===== config.mk =====
export PLATFORM = sky130hd
export DESIGN_NAME = ascii_aim_packet_parser
export DESIGN_NICKNAME = d
export VERILOG_FILES = /design/src/rtl/aap_pkg.sv /design/src/rtl/aap_front.sv /design/src/rtl/aap_queue.sv /design/src/rtl/aap_back.sv /design/src/rtl/ascii_aim_packet_parser.sv
export SDC_FILE = /design/constraint.sdc
export NUM_CORES = 1
export LEC_CHECK = 0
export BUFFER_PORTS_ARGS = -buffer_cell sky130_fd_sc_hd__buf_2
export CORE_UTILIZATION = 61
export CTS_CLUSTER_DIAMETER = 150
export DETAILED_ROUTE_END_ITERATION = 10
export PLACE_DENSITY = 0.81
export SLEW_MARGIN = 20
export SYNTH_ARGS = -nofsm -noshare
export SYNTH_HDL_FRONTEND = slang
export SYNTH_SLANG_ARGS = --single-unit
export TNS_END_PERCENT = 30

===== constraint.sdc =====
create_clock -name clock -period 5.25 [get_ports clock]
set_clock_uncertainty 0.05 [all_clocks]
set_input_delay 0 -clock clock [delete_from_list [all_inputs] [get_ports clock]]
set_output_delay 0 -clock clock [all_outputs]
set_load 0.03 [all_outputs]

===== src/rtl/aap_pkg.sv =====
package aap_pkg;

   localparam int FIELD_DIGITS_DEF = 4;
   localparam int QUEUE_DEPTH      = 2;

   localparam int CHAR_W  = 8;
   localparam int VALUE_W = 14;
   localparam int DIGIT_W = 4;

   localparam logic [CHAR_W-1:0]  HEADER_RESET = 8'h41;
   localparam logic [CHAR_W-1:0]  CHAR_ZERO    = 8'h30;   // '0'
   localparam logic [CHAR_W-1:0]  CHAR_ONE     = 8'h31;   // '1'
   localparam logic [CHAR_W-1:0]  CHAR_NINE    = 8'h39;   // '9'
   localparam logic [VALUE_W-1:0] VALUE_MAX    = 14'h3FFF;

   // what the back end does with one byte
   typedef enum logic [2:0] {
      OP_NONE,
      OP_HEADER,
      OP_YAW,
      OP_PITCH,
      OP_DIST,
      OP_TARGET,
      OP_FLAG
   } op_type;

   typedef enum logic [2:0] {
      ERR_NONE   = 3'd0,
      ERR_LENGTH = 3'd1,
      ERR_HEADER = 3'd2,
      ERR_DIGIT  = 3'd3,
      ERR_FLAG   = 3'd4
   } err_type;

   // one classified byte, front to back
   typedef struct packed {
      op_type             op;
      logic               bad;     // byte fails the check for its slot
      logic [DIGIT_W-1:0] digit;
      logic               fire;
      logic               last;
      logic               len_ok;  // only meaningful with last
   } entry_type;

   // acc*10 + d, clamped to the field maximum
   function automatic logic [VALUE_W-1:0] shift_digit(input logic [VALUE_W-1:0] acc,
                                                       input logic [DIGIT_W-1:0] d);
      logic [VALUE_W+3:0] nxt;
      nxt = (VALUE_W+4)'(acc) * (VALUE_W+4)'(10) + (VALUE_W+4)'(d);
      if (nxt > (VALUE_W+4)'(VALUE_MAX))
         shift_digit = VALUE_MAX;
      else
         shift_digit = nxt[VALUE_W-1:0];
   endfunction

endpackage


===== src/rtl/aap_front.sv =====
module aap_front
   import aap_pkg::*;
#(
   parameter int FIELD_DIGITS = FIELD_DIGITS_DEF
) (
   input  logic              clock,
   input  logic              reset,
   input  logic              csr_wr_en,
   input  logic [CHAR_W-1:0] csr_wr_data,
   input  logic              req_valid,
   output logic              req_ready,
   input  logic [CHAR_W-1:0] req_char_in,
   input  logic              req_end_of_packet,
   output logic              push_valid,
   input  logic              push_ready,
   output entry_type         push_entry
);

   localparam int PACKET_LEN = 3 * FIELD_DIGITS + 4;
   localparam int POS_CAP    = PACKET_LEN + 1;
   localparam int POS_W      = $clog2(POS_CAP + 1);
   localparam int YAW_END    = 2 + FIELD_DIGITS;
   localparam int PITCH_END  = 2 + 2 * FIELD_DIGITS;
   localparam int DIST_END   = 2 + 3 * FIELD_DIGITS;

   logic [CHAR_W-1:0] header_ff;
   logic [POS_W-1:0]  pos_ff, pos_in;
   logic              term_ff, term_in;
   logic              accept;
   logic              counted;
   logic              is_digit;

   assign req_ready  = push_ready;
   assign push_valid = req_valid;
   assign accept     = req_valid && push_ready;

   always_comb begin
      counted  = !term_ff && (req_char_in != '0);
      is_digit = req_char_in inside {[CHAR_ZERO:CHAR_NINE]};
      pos_in   = (counted && pos_ff != POS_W'(POS_CAP)) ? pos_ff + POS_W'(1) : pos_ff;
      term_in  = term_ff || (req_char_in == '0);

      push_entry.op     = OP_NONE;
      push_entry.bad    = 1'b0;
      push_entry.digit  = DIGIT_W'(req_char_in - CHAR_ZERO);
      push_entry.fire   = req_char_in[0];
      push_entry.last   = req_end_of_packet;
      push_entry.len_ok = (pos_in == POS_W'(PACKET_LEN));

      if (counted && pos_ff < POS_W'(PACKET_LEN)) begin
         if (pos_ff == '0) begin
            push_entry.op  = OP_HEADER;
            push_entry.bad = (req_char_in != header_ff);
         end else if (pos_ff >= POS_W'(2) && pos_ff <= POS_W'(PACKET_LEN - 2)) begin
            push_entry.bad = !is_digit;
            if (pos_ff < POS_W'(YAW_END))
               push_entry.op = OP_YAW;
            else if (pos_ff < POS_W'(PITCH_END))
               push_entry.op = OP_PITCH;
            else if (pos_ff < POS_W'(DIST_END))
               push_entry.op = OP_DIST;
            else
               push_entry.op = OP_TARGET;
         end else if (pos_ff == POS_W'(PACKET_LEN - 1)) begin
            push_entry.op  = OP_FLAG;
            push_entry.bad = (req_char_in != CHAR_ZERO) && (req_char_in != CHAR_ONE);
         end
      end
   end

   always_ff @(posedge clock) begin
      if (reset) begin
         header_ff <= HEADER_RESET;
         pos_ff    <= '0;
         term_ff   <= 1'b0;
      end else begin
         if (csr_wr_en)
            header_ff <= csr_wr_data;
         if (accept) begin
            if (req_end_of_packet) begin
               pos_ff  <= '0;
               term_ff <= 1'b0;
            end else begin
               pos_ff  <= pos_in;
               term_ff <= term_in;
            end
         end
      end
   end

endmodule


===== src/rtl/aap_queue.sv =====
module aap_queue
   import aap_pkg::*;
(
   input  logic      clock,
   input  logic      reset,
   input  logic      push_valid,
   output logic      push_ready,
   input  entry_type push_entry,
   output logic      pop_valid,
   input  logic      pop_ready,
   output entry_type pop_entry
);

   localparam int PTR_W = (QUEUE_DEPTH > 1) ? $clog2(QUEUE_DEPTH) : 1;
   localparam int CNT_W = $clog2(QUEUE_DEPTH + 1);

   entry_type        slot_ff [QUEUE_DEPTH];
   logic [PTR_W-1:0] wr_ptr_ff, rd_ptr_ff;
   logic [CNT_W-1:0] count_ff;
   logic             push, pop;

   assign push_ready = (count_ff != CNT_W'(QUEUE_DEPTH));
   assign pop_valid  = (count_ff != '0);
   assign pop_entry  = slot_ff[rd_ptr_ff];
   assign push       = push_valid && push_ready;
   assign pop        = pop_valid && pop_ready;

   always_ff @(posedge clock) begin
      if (push)
         slot_ff[wr_ptr_ff] <= push_entry;
   end

   always_ff @(posedge clock) begin
      if (reset) begin
         wr_ptr_ff <= '0;
         rd_ptr_ff <= '0;
         count_ff  <= '0;
      end else begin
         if (push)
            wr_ptr_ff <= (wr_ptr_ff == PTR_W'(QUEUE_DEPTH - 1)) ? '0 : wr_ptr_ff + PTR_W'(1);
         if (pop)
            rd_ptr_ff <= (rd_ptr_ff == PTR_W'(QUEUE_DEPTH - 1)) ? '0 : rd_ptr_ff + PTR_W'(1);
         if (push && !pop)
            count_ff <= count_ff + CNT_W'(1);
         else if (pop && !push)
            count_ff <= count_ff - CNT_W'(1);
      end
   end

endmodule


===== src/rtl/aap_back.sv =====
module aap_back
   import aap_pkg::*;
(
   input  logic               clock,
   input  logic               reset,
   input  logic               pop_valid,
   output logic               pop_ready,
   input  entry_type          pop_entry,
   output logic               rsp_valid,
   input  logic               rsp_ready,
   output logic               rsp_packet_ok,
   output logic [2:0]         rsp_error_kind,
   output logic [VALUE_W-1:0] rsp_yaw_value,
   output logic [VALUE_W-1:0] rsp_pitch_value,
   output logic [VALUE_W-1:0] rsp_distance_value,
   output logic [DIGIT_W-1:0] rsp_target_number,
   output logic               rsp_fire_command
);

   err_type            err_ff, err_in, final_err;
   logic [VALUE_W-1:0] yaw_ff, yaw_in;
   logic [VALUE_W-1:0] pitch_ff, pitch_in;
   logic [VALUE_W-1:0] dist_ff, dist_in;
   logic [DIGIT_W-1:0] target_ff, target_in;
   logic               fire_ff, fire_in;
   logic               rsp_valid_ff;
   logic               pop;
   logic               out_free;

   // payload register
   logic               ok_ff;
   err_type            kind_ff;
   logic [VALUE_W-1:0] yaw_out_ff, pitch_out_ff, dist_out_ff;
   logic [DIGIT_W-1:0] target_out_ff;
   logic               fire_out_ff;

   assign out_free  = !rsp_valid_ff || rsp_ready;
   // only the end-marked beat needs room in the output register
   assign pop_ready = !pop_entry.last || out_free;
   assign pop       = pop_valid && pop_ready;

   always_comb begin
      err_in    = err_ff;
      yaw_in    = yaw_ff;
      pitch_in  = pitch_ff;
      dist_in   = dist_ff;
      target_in = target_ff;
      fire_in   = fire_ff;
      if (err_ff == ERR_NONE) begin
         if (pop_entry.bad) begin
            case (pop_entry.op)
               OP_HEADER: err_in = ERR_HEADER;
               OP_FLAG:   err_in = ERR_FLAG;
               OP_YAW, OP_PITCH, OP_DIST, OP_TARGET: err_in = ERR_DIGIT;
               default:   err_in = err_ff;
            endcase
         end else begin
            case (pop_entry.op)
               OP_YAW:    yaw_in    = shift_digit(yaw_ff, pop_entry.digit);
               OP_PITCH:  pitch_in  = shift_digit(pitch_ff, pop_entry.digit);
               OP_DIST:   dist_in   = shift_digit(dist_ff, pop_entry.digit);
               OP_TARGET: target_in = pop_entry.digit;
               OP_FLAG:   fire_in   = pop_entry.fire;
               default:   ;
            endcase
         end
      end
      final_err = pop_entry.len_ok ? err_in : ERR_LENGTH;
   end

   always_ff @(posedge clock) begin
      if (reset) begin
         err_ff       <= ERR_NONE;
         yaw_ff       <= '0;
         pitch_ff     <= '0;
         dist_ff      <= '0;
         target_ff    <= '0;
         fire_ff      <= 1'b0;
         rsp_valid_ff <= 1'b0;
      end else begin
         if (pop) begin
            if (pop_entry.last) begin
               err_ff    <= ERR_NONE;
               yaw_ff    <= '0;
               pitch_ff  <= '0;
               dist_ff   <= '0;
               target_ff <= '0;
               fire_ff   <= 1'b0;
            end else begin
               err_ff    <= err_in;
               yaw_ff    <= yaw_in;
               pitch_ff  <= pitch_in;
               dist_ff   <= dist_in;
               target_ff <= target_in;
               fire_ff   <= fire_in;
            end
         end
         if (pop && pop_entry.last)
            rsp_valid_ff <= 1'b1;
         else if (rsp_ready)
            rsp_valid_ff <= 1'b0;
      end
   end

   always_ff @(posedge clock) begin
      if (pop && pop_entry.last) begin
         ok_ff         <= (final_err == ERR_NONE);
         kind_ff       <= final_err;
         yaw_out_ff    <= (final_err == ERR_NONE) ? yaw_in    : '0;
         pitch_out_ff  <= (final_err == ERR_NONE) ? pitch_in  : '0;
         dist_out_ff   <= (final_err == ERR_NONE) ? dist_in   : '0;
         target_out_ff <= (final_err == ERR_NONE) ? target_in : '0;
         fire_out_ff   <= (final_err == ERR_NONE) ? fire_in   : 1'b0;
      end
   end

   assign rsp_valid          = rsp_valid_ff;
   assign rsp_packet_ok      = ok_ff;
   assign rsp_error_kind     = kind_ff;
   assign rsp_yaw_value      = yaw_out_ff;
   assign rsp_pitch_value    = pitch_out_ff;
   assign rsp_distance_value = dist_out_ff;
   assign rsp_target_number  = target_out_ff;
   assign rsp_fire_command   = fire_out_ff;

endmodule


===== src/rtl/ascii_aim_packet_parser.sv =====
// Channel   Dir  Handshake                 Beat payload
// req_      in   req_valid / req_ready     char_in, end_of_packet (one packet byte)
// rsp_      out  rsp_valid / rsp_ready     packet_ok, error_kind, yaw/pitch/distance,
//                                          target_number, fire_command (one per packet)
// csr_      in   csr_wr_en, no wait        wr_data = required header byte
//
// One byte beat per cycle sustained while rsp_ is not stalled. The front end classifies a byte by its
// position in the packet; the back end runs the times-ten accumulate.
// A packet's result shows on rsp_ once its end-marked byte beat has passed
// through the queue: the edge that takes the beat writes the queue, a later
// edge pops it and loads the output register.
// Reset (synchronous) clears the position counter, queue, accumulators and
// output valid, and loads the header register with 'A'.
// A two-entry queue splits front and back; a stalled rsp_ holds only an end-marked
// beat at the queue head, bytes ahead of it drain into the accumulators, later bytes wait.
module ascii_aim_packet_parser
   import aap_pkg::*;
#(
   parameter int FIELD_DIGITS = FIELD_DIGITS_DEF
) (
   input  logic               clock,
   input  logic               reset,
   // config
   input  logic               csr_wr_en,
   input  logic [CHAR_W-1:0]  csr_wr_data,
   // byte input
   input  logic               req_valid,
   output logic               req_ready,
   input  logic [CHAR_W-1:0]  req_char_in,
   input  logic               req_end_of_packet,
   // packet result
   output logic               rsp_valid,
   input  logic               rsp_ready,
   output logic               rsp_packet_ok,
   output logic [2:0]         rsp_error_kind,
   output logic [VALUE_W-1:0] rsp_yaw_value,
   output logic [VALUE_W-1:0] rsp_pitch_value,
   output logic [VALUE_W-1:0] rsp_distance_value,
   output logic [DIGIT_W-1:0] rsp_target_number,
   output logic               rsp_fire_command
);

   // front -> queue
   logic      push_valid, push_ready;
   entry_type push_entry;
   // queue -> back
   logic      pop_valid, pop_ready;
   entry_type pop_entry;

   // position tracking, zero-byte termination, per-slot checks
   aap_front #(
      .FIELD_DIGITS(FIELD_DIGITS)
   ) u_front (
      .clock             (clock),
      .reset             (reset),
      .csr_wr_en         (csr_wr_en),
      .csr_wr_data       (csr_wr_data),
      .req_valid         (req_valid),
      .req_ready         (req_ready),
      .req_char_in       (req_char_in),
      .req_end_of_packet (req_end_of_packet),
      .push_valid        (push_valid),
      .push_ready        (push_ready),
      .push_entry        (push_entry)
   );

   aap_queue u_queue (
      .clock      (clock),
      .reset      (reset),
      .push_valid (push_valid),
      .push_ready (push_ready),
      .push_entry (push_entry),
      .pop_valid  (pop_valid),
      .pop_ready  (pop_ready),
      .pop_entry  (pop_entry)
   );

   // sticky error, field accumulators, result register
   aap_back u_back (
      .clock              (clock),
      .reset              (reset),
      .pop_valid          (pop_valid),
      .pop_ready          (pop_ready),
      .pop_entry          (pop_entry),
      .rsp_valid          (rsp_valid),
      .rsp_ready          (rsp_ready),
      .rsp_packet_ok      (rsp_packet_ok),
      .rsp_error_kind     (rsp_error_kind),
      .rsp_yaw_value      (rsp_yaw_value),
      .rsp_pitch_value    (rsp_pitch_value),
      .rsp_distance_value (rsp_distance_value),
      .rsp_target_number  (rsp_target_number),
      .rsp_fire_command   (rsp_fire_command)
   );

endmodule


=== Yosys cells after proc, flatten, opt, wreduce, memory -nomap -nowiden ===
Memory sizes are Yosys's and may differ from the RTL's. A register that Yosys moved wholly into a read port is not among the register bits.
Cells that the tools add are included.

* Register bits after elaboration: 120
* Latch bits: 0
* Memory bits (writable): 22
* Bits in read-only memories: 0
* Input bits: 22
* Output and inout port bits: 53
* Logic and storage cells: 134
* Memories: 1

* $add $sub $neg: 9
* Multiply operators: 3
* Divide/modulo/power cells: 0
* Magnitude comparators: 11
* Equal/unequal tests: 13
* Shifts and indexed selects: 0
* Muxes and demuxes: 48
* Bitwise gates (word level): 0
* Reductions and logical operators: 29

{| class="wikitable"
|+ Memory list
! memory !! depth !! bits a word !! read ports !! clocked after Yosys merged registers in !! write ports !! RTL line !! RTL
|-
| u_queue.slot_ff || 2 || 11 || 1 || 1 || 1 || aap_queue.sv:17 || <nowiki>entry_type slot_ff [QUEUE_DEPTH];</nowiki>
|}

{| class="wikitable"
|+ Operator list
! cell !! number
|-
| $mux 14 || 15
|-
| $add 18x4->18 || 3
|-
| $gt 18x14->1 const B || 3
|-
| $mul 14x3->17 const B || 3
|-
| $mux 4 || 8
|-
| $mux 3 || 6
|-
| $ne 8x6->1 const B || 2
|-
| $mux 1 || 14
|-
| $logic_and 1x1->1 || 11
|-
| $lt 5x4->1 const B || 2
|-
| $mux 5 || 2
|-
| $eq 3x3->1 const B || 3
|-
| $pmux 3 s3 || 1
|-
| $ge 8x6->1 const B || 1
|-
| $le 8x6->1 const B || 1
|-
| $logic_not 8->1 || 1
|-
| $ne 8x8->1 || 1
|-
| $reduce_bool 8->1 || 1
|-
| $eq 3x2->1 const B || 2
|-
| $logic_not 1->1 || 6
|-
| $logic_not 3->1 || 2
|-
| $reduce_bool 2->1 || 3
|-
| $add 5x1->5 const B || 1
|-
| $eq 5x4->1 const B || 1
|-
| other kinds (16) || 20
|}

=== Longest topological paths before layout ===
Gate-level depths: netlist (run 1).

* Word-level depth: 8
* Gate-level depth with buffers: 15
* Depth with buffers taken out: 12

=== Cells and area by module ===
From an unflattened synthesis (run 1), not the netlist that was laid out.

* Cells, all modules: 971
* Area, all modules: 9369.0 µm²

{| class="wikitable"
|+ By module, submodules not included
! module !! instances !! cells an instance !! area an instance (µm²) !! sequential area each (µm²)
|-
| aap_back || 1 || 789 || 7322.0 || 2552.4
|-
| aap_front || 1 || 124 || 1034.7 || 280.3
|-
| aap_queue || 1 || 58 || 1012.2 || 760.7
|}

=== Least setup slack after synthesis (run 1) ===
OpenSTA, ideal clock, no wires.

* Path kind: register to register
* Start point: register (tool-made name)
* End point: register u_back.dist_out_ff[0] (netlist: u_back.rsp_distance_value[0]), enable pin
* Library setup time: 0.460 ns
* Arrival time: 3.684 ns
* Data required time: 4.740 ns
* Path slack: 1.056 ns
* Cell stages (with the launch flop): 7
* Path buffers: 2
* Clock period less this slack: 4.194 ns
* Path through: dfxtp_1 > buf_6 > clkbuf_1 > mux2i_1 > o22a_1 > inv_1 > nor2_1

{| class="wikitable"
|+ RTL lines
! element !! RTL line !! RTL
|-
| end signal: assignment || aap_back.sv:111 || <nowiki>dist_out_ff <= (final_err == ERR_NONE) ? dist_in : '0;</nowiki>
|-
| end: declaration || aap_back.sv:33 || <nowiki>logic [VALUE_W-1:0] yaw_out_ff, pitch_out_ff, dist_out_ff;</nowiki>
|}

=== Final worst setup path (run 1) ===
* Start point: register u_back.pitch_ff[1]
* End point: register u_back.pitch_out_ff[1] (netlist: u_back.rsp_pitch_value[1]) (data pin)

* Longest elaborated chain between the ends: 7

{| class="wikitable"
|+ RTL lines
! element !! RTL line !! RTL
|-
| start: declaration || aap_back.sv:22 || <nowiki>logic [VALUE_W-1:0] pitch_ff, pitch_in;</nowiki>
|-
| start signal: assignment || aap_back.sv:92 || <nowiki>pitch_ff <= pitch_in;</nowiki>
|-
| $mul 14x3->17 || aap_pkg.sv:49 || <nowiki>nxt = (VALUE_W+4)'(acc) * (VALUE_W+4)'(10) + (VALUE_W+4)'(d);</nowiki>
|-
| $add 18x4->18 || aap_pkg.sv:49 ||
|-
| $gt 18x14->1 || aap_pkg.sv:50 || <nowiki>if (nxt > (VALUE_W+4)'(VALUE_MAX))</nowiki>
|-
| $mux 14 || aap_pkg.sv:50 ||
|-
| $mux 14 || aap_back.sv:58 || <nowiki>case (pop_entry.op)</nowiki>
|-
| $mux 14 || aap_back.sv:50 || <nowiki>if (pop_entry.bad) begin</nowiki>
|-
| $mux 14 * || aap_back.sv:49 || <nowiki>if (err_ff == ERR_NONE) begin</nowiki>
|-
| end signal: assignment || aap_back.sv:110 || <nowiki>pitch_out_ff <= (final_err == ERR_NONE) ? pitch_in : '0;</nowiki>
|-
| end: declaration || aap_back.sv:33 ||
|}

Mark *: on every way between the ends. The rest lies on a longest branch, timed or not.
A chain may end at the register's enable or synchronous reset.

==> impl_metrics.xml, run 1 <==
<?xml version="1.0" encoding="UTF-8"?>
<metrics>
  <group name="synth">
    <metric name="post_synth_instance_area" unit="sq um">9460</metric>
    <metric name="async_flop_share" unit="%">0</metric>
    <metric name="synth-seq-cells" unit="">141</metric>
    <metric name="synth_ff_type" unit="">sky130_fd_sc_hd__edfxtp_1</metric>
    <metric name="synth.avg_cell_area" unit="sq um">9.12</metric>
    <metric name="post_synthesis_cell_type_count" unit="">72</metric>
    <metric name="synth-warning-count" unit="">0</metric>
    <metric name="synth_edf_count" unit="">71</metric>
    <metric name="postSynthCellCount" unit="">1037</metric>
    <metric name="synth.net_count" unit="">1151</metric>
    <metric name="portion_of_the_post_synthesis_area_used_by_sequential_elements" unit="%">37.4</metric>
  </group>
  <group name="routing">
    <metric name="drtIter0Drc" unit="">838</metric>
    <metric name="postRouteAntennaNets" unit="">0</metric>
    <metric name="drt-total-wl" unit="mm">23.0</metric>
    <metric name="drt_pass1_iterations" unit="">6</metric>
    <metric name="route.detailed.wl_per_inst" unit="um">17.4</metric>
    <metric name="detail_route.drc_violations" unit="">0</metric>
    <metric name="via_count" unit="">8286</metric>
    <metric name="post_drt_via_cell_ratio" unit="">6.27</metric>
  </group>
  <group name="finish">
    <metric name="flow.area_growth_from_synthesis" unit="%">14.5</metric>
    <metric name="layout-drive-gt1-share" unit="%">13.8</metric>
    <metric name="post_route_cell_area" unit="sq um">10800</metric>
    <metric name="nNetsFinal" unit="">1234</metric>
    <metric name="finalNonFillerCells" unit="">1321</metric>
    <metric name="layout.cells.most_common" unit="">sky130_fd_sc_hd__nor2_1</metric>
    <metric name="antennaDiodeCount" unit="">0</metric>
    <metric name="num-fill-cells" unit="">1125</metric>
    <metric name="layout_common_cells" unit="">sky130_fd_sc_hd__nor2_1, sky130_fd_sc_hd__o21ai_0, sky130_fd_sc_hd__ha_1</metric>
  </group>
  <group name="setup_path">
    <metric name="timing.critical_path.fanout_max" unit="">15</metric>
    <metric name="timing.critical_path.from_type" unit="">flip-flop</metric>
    <metric name="critical_path_class" unit="">reg2reg</metric>
    <metric name="arrival" unit="ns">4.43</metric>
    <metric name="cp-end-kind" unit="">flip-flop</metric>
    <metric name="worstPathRequired" unit="ns">5.48</metric>
  </group>
  <group name="timing">
    <metric name="worst-slew-pin-transition" unit="ns">1.12</metric>
    <metric name="rsz0062_at_grt" unit="">false</metric>
    <metric name="max_freq" unit="GHz">0.238</metric>
    <metric name="fin_setup_tns" unit="ns">0</metric>
    <metric name="final-setup-viol-count" unit="">0</metric>
    <metric name="hold_violations" unit="">0</metric>
    <metric name="relSlewSlack" unit="%">25.3</metric>
    <metric name="post-route-period-util" unit="%">80.0</metric>
    <metric name="finalMaxSlewViolations" unit="">0</metric>
    <metric name="worst_hold_slack" unit="ns">0.0428</metric>
    <metric name="post-route-min-period" unit="ns">4.20</metric>
  </group>
  <group name="global_routing">
    <metric name="use_met1" unit="%">37.1</metric>
    <metric name="busiest_layer" unit="">met2</metric>
    <metric name="antenna_violations_before_repair" unit="">0</metric>
    <metric name="grt_pass1_wl" unit="mm">38.0</metric>
    <metric name="use_met3" unit="%">4.93</metric>
    <metric name="grt_pass1_vias" unit="">7845</metric>
    <metric name="grt_start_max_net_pins" unit="">46</metric>
    <metric name="groute.usage.overall" unit="%">29.7</metric>
    <metric name="groute.layer.met2.usage" unit="%">51.2</metric>
    <metric name="grt_remaining_overflow" unit="">0</metric>
  </group>
  <group name="clock_tree">
    <metric name="cts_max_level" unit="">4</metric>
    <metric name="cts_tree" unit="">yes</metric>
    <metric name="clock_latency" unit="ns">0.42</metric>
    <metric name="cts_resized" unit="">0</metric>
    <metric name="cts.reportedPaths.clkPinSlew" unit="ns">0.06</metric>
    <metric name="cts_inserted_buffers" unit="">17</metric>
    <metric name="clock_tree.buffer_depth" unit="">2</metric>
    <metric name="cts.sinks" unit="">141</metric>
    <metric name="clock_tree.root_cell" unit="">sky130_fd_sc_hd__clkbuf_16</metric>
  </group>
  <group name="job">
    <metric name="max_cap_viol_count" unit="">0</metric>
  </group>
  <group name="power_and_ir_drop">
    <metric name="p_leak" unit="nW">4.75</metric>
    <metric name="power_per_cell_area" unit="nW/um^2">359</metric>
    <metric name="ir_worst_vdd" unit="uV">241</metric>
  </group>
  <group name="placement">
    <metric name="place.detailed.instances" unit="">1267</metric>
    <metric name="portBuffers" unit="">74</metric>
    <metric name="place.gp.congestion" unit="">0.877</metric>
    <metric name="dp_hpwl" unit="mm">15.4</metric>
    <metric name="placement.cell_area" unit="sq um">9990</metric>
  </group>
  <group name="floorplan">
    <metric name="die_height" unit="um">127</metric>
    <metric name="design.die.area" unit="sq um">16000</metric>
    <metric name="io-pin-count" unit="">75</metric>
    <metric name="initial_utilization" unit="%">62.4</metric>
    <metric name="die_width" unit="um">127</metric>
    <metric name="fp-row-count" unit="">45</metric>
    <metric name="placeableCoreArea" unit="sq um">15100</metric>
  </group>
  <group name="run_status">
    <metric name="run_status" unit="">completed</metric>
  </group>
  <group name="min_path">
    <metric name="worst_hold_path_type" unit="">in2reg</metric>
  </group>
</metrics>
-- cell families after synthesis --
family | count (synthesis) | synth area share, %
adders and majority gates | 93 | 12.8
muxes | 25 | 2.78
AOI/OAI and AO/OA | 301 | 21.0
buffers and inverters | 69 | 2.87
xor gates and xnor gates | 56 | 5.19
DFF | 141 | 37.4
and+or+nand+nor | 352 | 18.1
-- Yosys cell counts (14+ instances only) --
cell | n | area [sq um]
sky130_fd_sc_hd__a21o_1 | 15 | 113
sky130_fd_sc_hd__nor3_1 | 30 | 150
sky130_fd_sc_hd__a22oi_1 | 15 | 113
sky130_fd_sc_hd__nand2_1 | 70 | 263
sky130_fd_sc_hd__xnor2_1 | 40 | 350
sky130_fd_sc_hd__a21oi_1 | 56 | 280
sky130_fd_sc_hd__nor2b_1 | 17 | 106
sky130_fd_sc_hd__ha_1 | 86 | 1080
sky130_fd_sc_hd__o31ai_1 | 22 | 165
sky130_fd_sc_hd__nor2_1 | 134 | 503
sky130_fd_sc_hd__inv_1 | 25 | 93.8
sky130_fd_sc_hd__nand3_1 | 14 | 70.1
sky130_fd_sc_hd__mux2i_1 | 18 | 180
sky130_fd_sc_hd__o21ai_0 | 91 | 455
sky130_fd_sc_hd__clkbuf_1 | 37 | 139
sky130_fd_sc_hd__edfxtp_1 | 71 | 2130
sky130_fd_sc_hd__dfxtp_1 | 70 | 1400
sky130_fd_sc_hd__xor2_1 | 16 | 140
-- final timing paths --
check | end | slack (ns) | cells after the start | start
hold / removal | u_front.pos_ff[1] | 0.04 | 2 | reset
setup / recovery | u_back.rsp_pitch_value[1] | 1.05 | 13 | u_back.pitch_ff[1]
setup reg to reg | u_back.rsp_pitch_value[1] | 1.05 | 13 | u_back.pitch_ff[1]
hold reg to reg | u_back.fire_ff | 0.44 | 2 | u_back.fire_ff
-- layer usage --
metal | wire [um] | up-vias | part of all wire, %
li1 | - | 4037 | -
met1 | 10000 | 3908 | 44
met2 | 11200 | 283 | 49
met3 | 1070 | 58 | 4.7
met4 | 639 | 0 | 2.8
met5 | 0 | - | 0
-- area by class of cell --
cell class,count,area (sq um),area share [%]
Multi-Input combinational cell,827,5670,52.3
Sequential cell,141,3530,32.6
Timing Repair Buffer,108,681,6.28
Clock buffer,18,429,3.96
Tap cell,188,235,2.17
Clock inverter,14,193,1.78
Inverter,25,93.8,0.866
-- report_power, final --
part | internal (W) | leakage, nW | switching [W] | total (W)
registers | 0.00136 | 1.24 | 0.0000950 | 0.00145
clock network | 0.000794 | 0.296 | 0.000464 | 0.00126
logic | 0.000337 | 3.21 | 0.000842 | 0.00118
total | 0.00249 | 4.75 | 0.00140 | 0.00389
-- worst max-delay path: stages (launching register included) --
cell and delay [ns]:
sky130_fd_sc_hd__dfxtp_1 0.44, sky130_fd_sc_hd__ha_1 0.27, sky130_fd_sc_hd__ha_1 0.24, sky130_fd_sc_hd__fa_1 0.42, sky130_fd_sc_hd__a211oi_1 0.31, sky130_fd_sc_hd__o21ai_0 0.25, sky130_fd_sc_hd__a211oi_1 0.32, sky130_fd_sc_hd__nor2_1 0.08
sky130_fd_sc_hd__o311ai_0 0.52, sky130_fd_sc_hd__a21oi_1 0.13, sky130_fd_sc_hd__nor2_2 0.56, sky130_fd_sc_hd__buf_4 0.31, sky130_fd_sc_hd__nor2_1 0.07, sky130_fd_sc_hd__nor2_1 0.09
-- sequential cells by signal, indices dropped and copies added (netlist names), 5 cells and up, named ones only --
register	count
u_back.dist_ff	14
u_back.pitch_ff	14
u_back.rsp_distance_value	14
u_back.rsp_pitch_value	14
u_back.rsp_yaw_value	14
u_back.yaw_ff	14
u_front.header_ff	8
u_front.pos_ff	5
u_queue.slot_ff	20
-- stage by stage --
| stage | setup slack [ns] | total power [W] | util [%] |
|---|---|---|---|
| 2_1_floorplan | 1.06 | 0.00228 | - |
| 3_3_place_gp | 1.20 | 0.00259 | 65.9 |
| 3_5_place_dp | 1.08 | 0.00261 | 65.9 |
| 4_1_cts | 1.06 | 0.00389 | 71.5 |
| 5_1_grt | 0.740 | 0.00406 | 71.5 |
| 6_report | 1.05 | 0.00389 | 71.5 |
-- what timing repair did --
| action | in CTS | in global routing |
|---|---|---|
| hold buffers | 22 | 0 |
| setup buffers | 0 | 0 |
| endpoints found under the hold margin | 22 | 0 |
Note: power is estimated with default switching activity, not from simulation.
==> run 2: changes to the inputs <==
- clock period: 5.25 -> 3.9 ns (I/O delays scaled with it)
==> run 2 against run 1 <==
Effect of this change:
- core utilization up 1.6 points
- sequential power grew 33%
- total power up 36%
- die area did not move
- non-clock buffer count rose by 17
- clock power up 35%
- worst hold slack lost 0.0025 ns
- setup slack lost 0.91 ns
- sequential cell count unchanged
- first-iteration DRC count fell by 13%
- largest cell class unchanged
- largest power group unchanged
==> impl_metrics.xml, run 2 (synthesis results as in run 1) <==
<?xml version="1.0" encoding="UTF-8"?>
<metrics>
  <group name="timing">
    <metric name="relSlewSlack" unit="%">41.4</metric>
    <metric name="post-route-period-util" unit="%">96.3</metric>
    <metric name="post-route-min-period" unit="ns">3.76</metric>
    <metric name="fin_setup_tns" unit="ns">0</metric>
    <metric name="final-setup-viol-count" unit="">0</metric>
    <metric name="worst_hold_slack" unit="ns">0.0403</metric>
    <metric name="finalMaxSlewViolations" unit="">0</metric>
    <metric name="max_freq" unit="GHz">0.266</metric>
    <metric name="setup_ws" unit="ns">0.144</metric>
    <metric name="hold_violations" unit="">0</metric>
    <metric name="worst-slew-pin-transition" unit="ns">0.875</metric>
  </group>
  <group name="routing">
    <metric name="route.detailed.wl_per_inst" unit="um">17.5</metric>
    <metric name="via_count" unit="">8407</metric>
    <metric name="post_drt_via_cell_ratio" unit="">6.28</metric>
    <metric name="drt_pass1_iterations" unit="">9</metric>
    <metric name="drt-total-wl" unit="mm">23.5</metric>
    <metric name="detail_route.drc_violations" unit="">0</metric>
    <metric name="drtIter0Drc" unit="">733</metric>
    <metric name="postRouteAntennaNets" unit="">0</metric>
  </group>
  <group name="global_routing">
    <metric name="grt_pass1_vias" unit="">7923</metric>
    <metric name="grt_pass1_wl" unit="mm">38.1</metric>
    <metric name="grt_start_max_net_pins" unit="">46</metric>
    <metric name="groute.usage.overall" unit="%">29.9</metric>
    <metric name="antenna_violations_before_repair" unit="">1</metric>
    <metric name="grt_remaining_overflow" unit="">0</metric>
  </group>
  <group name="clock_tree">
    <metric name="cts_tree" unit="">yes</metric>
    <metric name="cts_inserted_buffers" unit="">17</metric>
    <metric name="clock_latency" unit="ns">0.42</metric>
    <metric name="clock_tree.buffer_depth" unit="">2</metric>
    <metric name="cts.sinks" unit="">141</metric>
    <metric name="cts_max_level" unit="">4</metric>
    <metric name="cts.reportedPaths.clkPinSlew" unit="ns">0.06</metric>
    <metric name="clock_tree.root_cell" unit="">sky130_fd_sc_hd__clkbuf_16</metric>
  </group>
  <group name="job">
    <metric name="max_cap_viol_count" unit="">0</metric>
  </group>
  <group name="floorplan">
    <metric name="design.die.area" unit="sq um">16000</metric>
    <metric name="fp-row-count" unit="">45</metric>
    <metric name="die_height" unit="um">127</metric>
    <metric name="io-pin-count" unit="">75</metric>
    <metric name="die_width" unit="um">127</metric>
    <metric name="placeableCoreArea" unit="sq um">15100</metric>
    <metric name="initial_utilization" unit="%">62.4</metric>
  </group>
  <group name="finish">
    <metric name="nNetsFinal" unit="">1251</metric>
    <metric name="flip_flop_count_of_the_largest_register_all_copies_and_words_added" unit="">20</metric>
    <metric name="layout.cells.most_common" unit="">sky130_fd_sc_hd__nor2_1</metric>
    <metric name="flow.area_growth_from_synthesis" unit="%">17.1</metric>
    <metric name="layout_common_cells" unit="">sky130_fd_sc_hd__nor2_1, sky130_fd_sc_hd__o21ai_0, sky130_fd_sc_hd__ha_1</metric>
    <metric name="layout-drive-gt1-share" unit="%">16.4</metric>
    <metric name="max_flop_register" unit="">u_queue.slot_ff</metric>
  </group>
  <group name="power_and_ir_drop">
    <metric name="p_sw" unit="W">0.00192</metric>
    <metric name="pwr-share-comb" unit="%">31.4</metric>
    <metric name="design_power_total" unit="W">0.00531</metric>
    <metric name="power_per_cell_area" unit="nW/um^2">479</metric>
    <metric name="int_pwr" unit="W">0.00339</metric>
    <metric name="switching_power_as_a_share_of_total_power" unit="%">36.1</metric>
    <metric name="ir_worst_vdd" unit="uV">375</metric>
    <metric name="p_leak" unit="nW">4.87</metric>
    <metric name="power_frac_seq" unit="%">36.4</metric>
    <metric name="clock_power_share" unit="%">32.1</metric>
  </group>
  <group name="setup_path">
    <metric name="critical_path_class" unit="">reg2reg</metric>
    <metric name="worst_path_largest_cell_delay" unit="ns">0.45</metric>
    <metric name="worstPathRequired" unit="ns">4.18</metric>
    <metric name="timing.critical_path.fanout_max" unit="">31</metric>
    <metric name="crit_chain" unit="">ha_1 -&gt; ha_1 -&gt; fa_1 -&gt; a211oi_2 -&gt; o21ai_0 -&gt; a31oi_2 -&gt; xnor2_1 -&gt; nand4_1 -&gt; o21a_1 -&gt; o211ai_1 -&gt; buf_12 -&gt; o21ai_0 -&gt; a22oi_1</metric>
    <metric name="arrival" unit="ns">4.03</metric>
    <metric name="cp-end-kind" unit="">flip-flop</metric>
    <metric name="worstPathBufferInverterCount" unit="">1</metric>
    <metric name="crit_path_top_delay_cell" unit="">sky130_fd_sc_hd__fa_1</metric>
    <metric name="timing.critical_path.max_delay_family" unit="">compound AO/OA/AOI/OAI gates</metric>
    <metric name="timing.critical_path.from_type" unit="">flip-flop</metric>
  </group>
  <group name="placement">
    <metric name="place.gp.congestion" unit="">0.917</metric>
    <metric name="portBuffers" unit="">74</metric>
    <metric name="dp_hpwl" unit="mm">15.8</metric>
    <metric name="preCtsSetupSlack" unit="ns">0.0130</metric>
  </group>
  <group name="run_status">
    <metric name="run_status" unit="">completed</metric>
  </group>
  <group name="min_path">
    <metric name="worst_hold_path_type" unit="">in2reg</metric>
  </group>
</metrics>
[run 2: changes by cell type in the layout (fill, tap and decap cells not counted), moves of 2 or more]
cell                       before  now
sky130_fd_sc_hd__dfxtp_2        0    2
sky130_fd_sc_hd__inv_6          1    3
sky130_fd_sc_hd__nor3_1        30   27
sky130_fd_sc_hd__dfxtp_1       70   68
sky130_fd_sc_hd__clkinv_2       3    1
sky130_fd_sc_hd__buf_4         12   27
sky130_fd_sc_hd__a211oi_1      10    7
sky130_fd_sc_hd__nor3_2         0    3
sky130_fd_sc_hd__buf_12         0    2
sky130_fd_sc_hd__a211oi_2       1    4
sky130_fd_sc_hd__o21ai_0       91   89
sky130_fd_sc_hd__o31ai_2        0    2
sky130_fd_sc_hd__o31ai_1       22   20
[run 2: what timing repair did]
| action | CTS | global route |
|---|---|---|
| hold buffers | 22 | 0 |
| gates resized for setup | 3 | 18 |
| endpoints found under the setup margin | 2 | 73 |
| endpoints found under the hold margin | 22 | 0 |
| pin swaps | 0 | 2 |
| setup buffers | 0 | 1 |
[run 2: path summary, 6_finish.rpt]
| path | start | to | slack, ns | cells after the start |
|---|---|---|---|---|
| worst max-delay path | u_back.yaw_ff[3] | u_back.yaw_ff[7] | 0.14 | 13 |
| worst min-delay path | reset | u_queue.wr_ptr_ff | 0.04 | 2 |
| worst max register to register | u_back.yaw_ff[3] | u_back.yaw_ff[7] | 0.14 | 13 |
| worst min register to register | u_back.fire_ff | u_back.fire_ff | 0.45 | 2 |
[run 2: worst reg2reg max path: cells and delay by family, from the launching register on]
family,cells,cell delay (ns)
XOR/XNOR,1,0.24
flip-flops,1,0.40
AO/OA/AOI/OAI,7,1.62
AND/OR/NAND/NOR,1,0.20
buffers and inverters,1,0.22
adder cells (fa/ha/maj),3,0.95
[run 2: per-stage QoR]
step                      utilization [%]  instances  cell area [sq um]
after floorplan                         -       1037               9460
after global placement               66.9       1283              10100
after detailed placement             66.9       1283              10100
after CTS                            72.5       1337              11000
after global routing                 73.1       1338              11100
final                                73.1       1339              11100
[run 2: final cells by class]
| type | count | area [sq um] |
|---|---|---|
| Antenna cell | 1 | 2.50 |
| Clock buffer | 21 | 472 |
| Clock inverter | 11 | 154 |
| Fill cell | 1083 | 4070 |
| Inverter | 25 | 93.8 |
| Multi-Input combinational cell | 827 | 5750 |
| Sequential cell | 141 | 3540 |
| Tap cell | 188 | 235 |
| Timing Repair Buffer | 125 | 833 |
[run 2: power groups by stage]
| stage | clock [W] | sequential [W] | combinational (W) |
|---|---|---|---|
| 2_1_floorplan | 0 | 0.00220 | 0.000869 |
| 3_3_place_gp | 0 | 0.00196 | 0.00159 |
| 3_5_place_dp | 0 | 0.00196 | 0.00161 |
| 4_1_cts | 0.00171 | 0.00193 | 0.00164 |
| 5_1_grt | 0.00178 | 0.00196 | 0.00179 |
| 6_report | 0.00170 | 0.00193 | 0.00167 |
[run 2: layer usage]
layer  vias to the layer above  wire (um)  GRT usage, %
li1                       4072          -             -
met1                      3941       9800          36.1
met5                         -          0             0
met3                        48       1580          6.24
met2                       346      11600          52.0
met4                         0        554          12.0
